$ cat config.mk
export PLATFORM = sky130hd
export DESIGN_NAME = mbod_decode
export DESIGN_NICKNAME = d
export VERILOG_FILES = /design/src/rtl/mbod_pkg.sv /design/src/rtl/mbod_decode.sv
export SDC_FILE = /design/constraint.sdc
export NUM_CORES = 1
export LEC_CHECK = 0
export BUFFER_PORTS_ARGS = -buffer_cell sky130_fd_sc_hd__clkbuf_2
export CAP_MARGIN = 20
export CORE_MARGIN = 2
export CORE_UTILIZATION = 49
export DETAILED_ROUTE_END_ITERATION = 16
export PLACE_DENSITY = 0.9
export SLEW_MARGIN = 20
export SYNTH_ARGS = -nofsm -noshare
export SYNTH_HDL_FRONTEND = slang
export SYNTH_SLANG_ARGS = --single-unit
export TNS_END_PERCENT = 30
$ cat constraint.sdc
create_clock -name vclk -period 9.3
set_clock_uncertainty 0.1 [all_clocks]
set_input_delay 1.395 -clock vclk [all_inputs]
set_output_delay 1.395 -clock vclk [all_outputs]
set_load 0.005 [all_outputs]
$ cat src/rtl/mbod_pkg.sv
`default_nettype none

package mbod_pkg;

    // Default sizing, handed to the top level as parameter defaults
    localparam int ADDR_BITS_DEF     = 16;
    localparam int OVERLAY_BYTES_DEF = 16384;
    localparam int NUM_OVERLAYS_DEF  = 2;

    // Fixed register file shape
    localparam int WIN_COUNT  = 2;
    localparam int CFG_IDX_W  = 3;
    localparam int CFG_DATA_W = 17;

    // RAM contents after reset
    localparam logic [7:0] RAM_RESET_BYTE = 8'hFF;

    // Register indexes
    localparam logic [CFG_IDX_W-1:0] CFG_OV0_BASE    = 3'd0;
    localparam logic [CFG_IDX_W-1:0] CFG_OV0_SIZE    = 3'd1;
    localparam logic [CFG_IDX_W-1:0] CFG_OV1_BASE    = 3'd2;
    localparam logic [CFG_IDX_W-1:0] CFG_OV1_SIZE    = 3'd3;
    localparam logic [CFG_IDX_W-1:0] CFG_OV_WRITABLE = 3'd4;
    localparam logic [CFG_IDX_W-1:0] CFG_IO_MODE     = 3'd5;
    localparam logic [CFG_IDX_W-1:0] CFG_IO_BASE     = 3'd6;
    localparam logic [CFG_IDX_W-1:0] CFG_IO_SIZE     = 3'd7;

    // IO hook modes; the unused code behaves as no hooks
    localparam logic [1:0] IO_NONE   = 2'd0;
    localparam logic [1:0] IO_ALL    = 2'd1;
    localparam logic [1:0] IO_WINDOW = 2'd2;

    // Source codes reported with each result
    localparam logic [1:0] SRC_RAM = 2'd0;
    localparam logic [1:0] SRC_OV0 = 2'd1;
    localparam logic [1:0] SRC_OV1 = 2'd2;
    localparam logic [1:0] SRC_IO  = 2'd3;

    typedef enum logic [1:0] {
        OP_READ    = 2'd0,
        OP_WRITE   = 2'd1,
        OP_RAW     = 2'd2,
        OP_PRELOAD = 2'd3
    } t_op;

    typedef struct packed {
        logic [WIN_COUNT-1:0][15:0] ov_base;
        logic [WIN_COUNT-1:0][14:0] ov_size;
        logic [1:0]                 ov_writable;
        logic [1:0]                 io_mode;
        logic [15:0]                io_base;
        logic [16:0]                io_size;
    } t_cfg;

    typedef struct packed {
        t_op         op;
        logic [15:0] addr;
        logic [7:0]  wdata;
        logic        overlay_sel;
        logic        io_read_handled;
        logic [7:0]  io_read_data;
        logic        io_write_handled;
    } t_in;

    typedef struct packed {
        logic [7:0] rdata;
        logic [7:0] before_value;
        logic [1:0] source;
        logic       io_selected;
        logic       write_logged;
        logic       write_dropped;
    } t_out;

    // Decode result: memory strobes and how to build the result byte lanes
    typedef struct packed {
        logic       ov_we;
        logic       ram_we;
        logic       rdata_from_mem;
        logic       before_from_mem;
        logic       from_overlay;
        logic [7:0] rdata_imm;
        logic [7:0] before_imm;
        logic [1:0] source;
        logic       io_selected;
        logic       write_logged;
        logic       write_dropped;
    } t_dec;

endpackage

`default_nettype wire

$ cat src/rtl/mbod_decode.sv
`default_nettype none

module mbod_decode #(
    parameter int ADDR_BITS     = mbod_pkg::ADDR_BITS_DEF,
    parameter int OVERLAY_BYTES = mbod_pkg::OVERLAY_BYTES_DEF,
    parameter int NUM_OVERLAYS  = mbod_pkg::NUM_OVERLAYS_DEF,
    parameter int OV_AW         = $clog2(NUM_OVERLAYS * OVERLAY_BYTES)
) (
    input  wire logic                  i_valid,
    input  wire mbod_pkg::t_cfg        i_cfg,
    input  wire mbod_pkg::t_in         i_item,
    output mbod_pkg::t_dec             o_dec,
    output logic [ADDR_BITS-1:0]       o_ram_addr,
    output logic [OV_AW-1:0]           o_ov_addr
);

    localparam logic [15:0] BUS_MASK16 =
        (ADDR_BITS >= 16) ? 16'hFFFF : 16'((32'd1 << ADDR_BITS) - 32'd1);
    localparam logic [16:0] OV_LIMIT  = 17'(OVERLAY_BYTES);
    localparam logic [18:0] OV_STRIDE = 19'(OVERLAY_BYTES);

    logic [15:0]                 a16;
    logic [23:0]                 a_ext;
    logic [mbod_pkg::WIN_COUNT-1:0] hit;
    logic [mbod_pkg::WIN_COUNT-1:0][15:0] off;
    logic [16:0]                 sz  [mbod_pkg::WIN_COUNT];
    logic [17:0]                 wend[mbod_pkg::WIN_COUNT];
    logic                        win_any;
    logic                        win_idx;
    logic [1:0]                  raw_src;
    logic [17:0]                 io_end;
    logic                        io_sel;
    logic                        pre_ok;
    logic [18:0]                 win_lin;
    logic [18:0]                 pre_lin;

    // Bus address masked to the decoded width
    assign a16        = i_item.addr & BUS_MASK16;
    assign a_ext      = {8'd0, a16};
    assign o_ram_addr = a_ext[ADDR_BITS-1:0];

    // Overlay window compares, size saturated, ends without wrap
    always_comb begin
        for (int w = 0; w < mbod_pkg::WIN_COUNT; w++) begin
            sz[w]   = ({2'b00, i_cfg.ov_size[w]} > OV_LIMIT) ? OV_LIMIT
                                                             : {2'b00, i_cfg.ov_size[w]};
            wend[w] = {2'b00, i_cfg.ov_base[w]} + {1'b0, sz[w]};
            hit[w]  = (w < NUM_OVERLAYS) && (a16 >= i_cfg.ov_base[w])
                      && ({2'b00, a16} < wend[w]);
            off[w]  = a16 - i_cfg.ov_base[w];
        end
    end

    // Higher-numbered window wins
    assign win_any = |hit;
    assign win_idx = hit[1];
    assign raw_src = !win_any ? mbod_pkg::SRC_RAM
                   : (win_idx ? mbod_pkg::SRC_OV1 : mbod_pkg::SRC_OV0);

    // IO space
    assign io_end = {2'b00, i_cfg.io_base} + {1'b0, i_cfg.io_size};
    assign io_sel = (i_cfg.io_mode == mbod_pkg::IO_ALL)
                 || ((i_cfg.io_mode == mbod_pkg::IO_WINDOW)
                     && (a16 >= i_cfg.io_base) && ({2'b00, a16} < io_end));

    // Overlay store addresses: window slot plus offset
    assign win_lin = (win_idx ? OV_STRIDE : 19'd0) + {3'd0, off[win_idx]};
    assign pre_lin = (i_item.overlay_sel ? OV_STRIDE : 19'd0) + {3'd0, i_item.addr};
    assign pre_ok  = ({1'b0, i_item.addr} < OV_LIMIT)
                  && (32'(i_item.overlay_sel) < NUM_OVERLAYS);
    assign o_ov_addr = (i_item.op == mbod_pkg::OP_PRELOAD) ? pre_lin[OV_AW-1:0]
                                                           : win_lin[OV_AW-1:0];

    // Operation decode
    always_comb begin
        o_dec              = '0;
        o_dec.from_overlay = win_any;
        case (i_item.op)
            mbod_pkg::OP_READ: begin
                o_dec.io_selected = io_sel;
                if (io_sel && i_item.io_read_handled) begin
                    o_dec.rdata_imm = i_item.io_read_data;
                    o_dec.source    = mbod_pkg::SRC_IO;
                end else begin
                    o_dec.rdata_from_mem = 1'b1;
                    o_dec.source         = raw_src;
                end
            end
            mbod_pkg::OP_RAW: begin
                o_dec.io_selected    = io_sel;
                o_dec.rdata_from_mem = 1'b1;
                o_dec.source         = raw_src;
            end
            mbod_pkg::OP_WRITE: begin
                o_dec.io_selected = io_sel;
                o_dec.rdata_imm   = i_item.wdata;
                if (io_sel && i_item.io_read_handled) begin
                    o_dec.before_imm = i_item.io_read_data;
                end else begin
                    o_dec.before_from_mem = 1'b1;
                end
                if (io_sel && i_item.io_write_handled) begin
                    o_dec.source = mbod_pkg::SRC_IO;
                end else if (win_any) begin
                    o_dec.source = raw_src;
                    if (i_cfg.ov_writable[win_idx]) begin
                        o_dec.ov_we = i_valid;
                    end else begin
                        o_dec.write_dropped = 1'b1;
                    end
                end else begin
                    o_dec.ram_we       = i_valid;
                    o_dec.write_logged = 1'b1;
                end
            end
            mbod_pkg::OP_PRELOAD: begin
                o_dec.rdata_imm = i_item.wdata;
                if (pre_ok) begin
                    o_dec.ov_we  = i_valid;
                    o_dec.source = i_item.overlay_sel ? mbod_pkg::SRC_OV1
                                                      : mbod_pkg::SRC_OV0;
                end
            end
            default: begin
                o_dec.rdata_imm = i_item.wdata;
            end
        endcase
    end

endmodule

`default_nettype wire

==> results.toml <==
[sta]
fin_crit_sh_pct = 97.6
rsz0062_at_grt = "true"
timing.final.ws_setup_ns = 0.222
relSlewSlack_pct = 47.6
worst_slew_pin_slew_ns = 0.766
finalMaxSlewViolations = 0
finalSetupViolCount = 0
post-route-min-period_ns = 9.08
hold_viol_final = 0
max_freq_mhz = 110

[grt]
grt_max_degree = 27
grt_usage_pct = 25.3
grt_pass1_vias = 6128
grt_remaining_overflow = 0
antenna_found_initial = 0
grt_pass1_wl_mm = 27.5

[synthesis]
synth_seq_area_share_pct = 0
synth_area_per_cell_um2 = 7.29
synth_cell_types = 67
syn_nets = 1101
synth_warnings = 0
synth_top_cell_area_share_pct = 32.5
synth_top_family_by_area = "adder cells"
syn_area_mm2 = 0.00588
yosys.area.top_type = "ha_1"
synth_compound_area_share_pct = 30.4
synthXorXnorAreaFrac_pct = 6.85
synthMuxAreaShare_pct = 0.617
synth-simple-area-share_pct = 20.3
synth_fa_ha_area_share_pct = 33.9
synth_area_leaders = "ha_1, a21oi_1, inv_1"
syn-instance-count = 807

[pwr]
power_leakage_nw = 3.90
ir_drop_mv = 0.0419
powerDensity_mw_per_mm2 = 80.9

[placed_design]
place_ws_ns = -0.308
hpwlAfterDp_mm = 15.0
routabilityCongestion = 0.973
placed_area_mm2 = 0.00701
io_buffers = 194

[final_layout]
fin_util_pct = 60.8
final_common_cell = "clkbuf_2"
layout.nets = 1293
design.seq.count = 0
drive_gt1_share_pct = 25.7
n_fill_cell = 1065
mostFrequentLayoutCells = "clkbuf_2, ha_1, inv_1"
syn_to_final_growth_pct = 22.5
ff_latch_area_um2 = 0
clkbuf_count = 0
finalInstanceArea_mm2 = 0.00721
insertedDiodeCount = 0

[drt]
wl_per_cell_um = 15.5
drt_iter0_drc = 335
viasPerCell = 5.78
ant_nets = 0
drt-total-wl_mm = 17.7
route.vias.total = 6614
firstDrtPassIters = 5
route.detailed.drc = 0

[floorplanning]
initial_core_util_pct = 49.6
die_x_um = 114
core_area_mm2 = 0.0119
die_h_um = 114
io_pins = 194
rows = 40
dieArea_mm2 = 0.0129

[critical_path]
cp_data_arrival_time_ns = 7.58
max_stage_delay_ns = 0.44
endpoint_kind = "output port"
slowest_stage = "o311ai_4"
startpoint_type = "input port"
cp.required_ns = 7.81
critical_path_class = "in -> out"
cp_max_fo = 4
crit_top_cell = "a21oi_2"

[clock_network]
postCtsHoldBufs = 0

[job]
cap_violations = 0

[worst_hold_path]
hp-class = "in -> out"

[outcome]
status = "complete, no violations"
[cells by family after synthesis]
family | Yosys count
buf+inv | 107
fa+ha+maj | 157
mux | 3
compound gates | 263
xor+xnor | 46
simple gates | 231
[cell usage after synthesis, drive strengths merged, types with 3 or more instances]
master	n
a2111oi	5
a211oi	15
a21o	38
a21oi	78
a22o	8
a31oi	8
and2	17
and3	8
buf	19
clkbuf	8
fa	4
ha	153
inv	80
nand2	34
nand2b	11
nand3	17
nand3b	3
nand4	5
nor2	62
nor2b	34
nor3	14
nor4	10
o211ai	8
o21a	12
o21ai	43
o21bai	12
o311a	3
o31ai	5
o41ai	3
or2	5
or3	5
xnor2	25
xor2	21
[timing repair]
action,CTS,global route
pin swaps,4,21
endpoints found under the setup margin,3,5
gates resized for setup,10,25
buffers inserted,0,6
endpoints found under the hold margin,0,0
[through the flow]
stage / hold WS [ns] / total power (W) / TNS (ns) / std cells
floorplan: 2.77 / 0.000372 / 0 / 807
global placement: 2.98 / 0.000532 / -0.206 / 1138
CTS: 2.97 / 0.000556 / 0 / 1138
global route: 2.99 / 0.000654 / -0.358 / 1144
finish: 2.96 / 0.000583 / 0 / 1144
detailed placement: 2.97 / 0.000548 / -0.763 / 1138
[final cells by class]
type / count / area, µm² / share of cell area (%)
inverter: 80 / 300 / 4.17
tap: 147 / 184 / 2.55
timing repair buffer: 217 / 1150 / 15.9
multi-input combinational: 700 / 5580 / 77.4
[per-layer routing]
layer	up-vias	global-route usage [%]	part of all wire, %
met5	-	0	0
met4	0	6.99	3.0
met1	3032	32.0	44
met3	35	1.81	4.6
met2	202	46.2	48
li1	3345	-	-
[final timing paths]
kind                  slack, ns       endpoint        from  depth (start not counted)
worst max-delay path       0.22  o_ov_addr[14]   i_cfg[64]                         32
worst min-delay path       2.96  o_ram_addr[0]  i_item[19]                          2
[power by group]
group	internal [W]	switching (W)	total, W
Sequential	0	0	0
Combinational	0.000269	0.000314	0.000583
Clock	0	0	0
[critical path, delay by kind of cell]
family                     cells  cell delay (ns)
AOI/OAI and AO/OA             15             2.60
xor gates and xnor gates       1             0.08
adders and majority gates      4             1.12
buffers and inverters          2             0.23
muxes                          1             0.36
and+or+nand+nor                9             1.77
No activity file was read; power rests on OpenSTA's default activity.
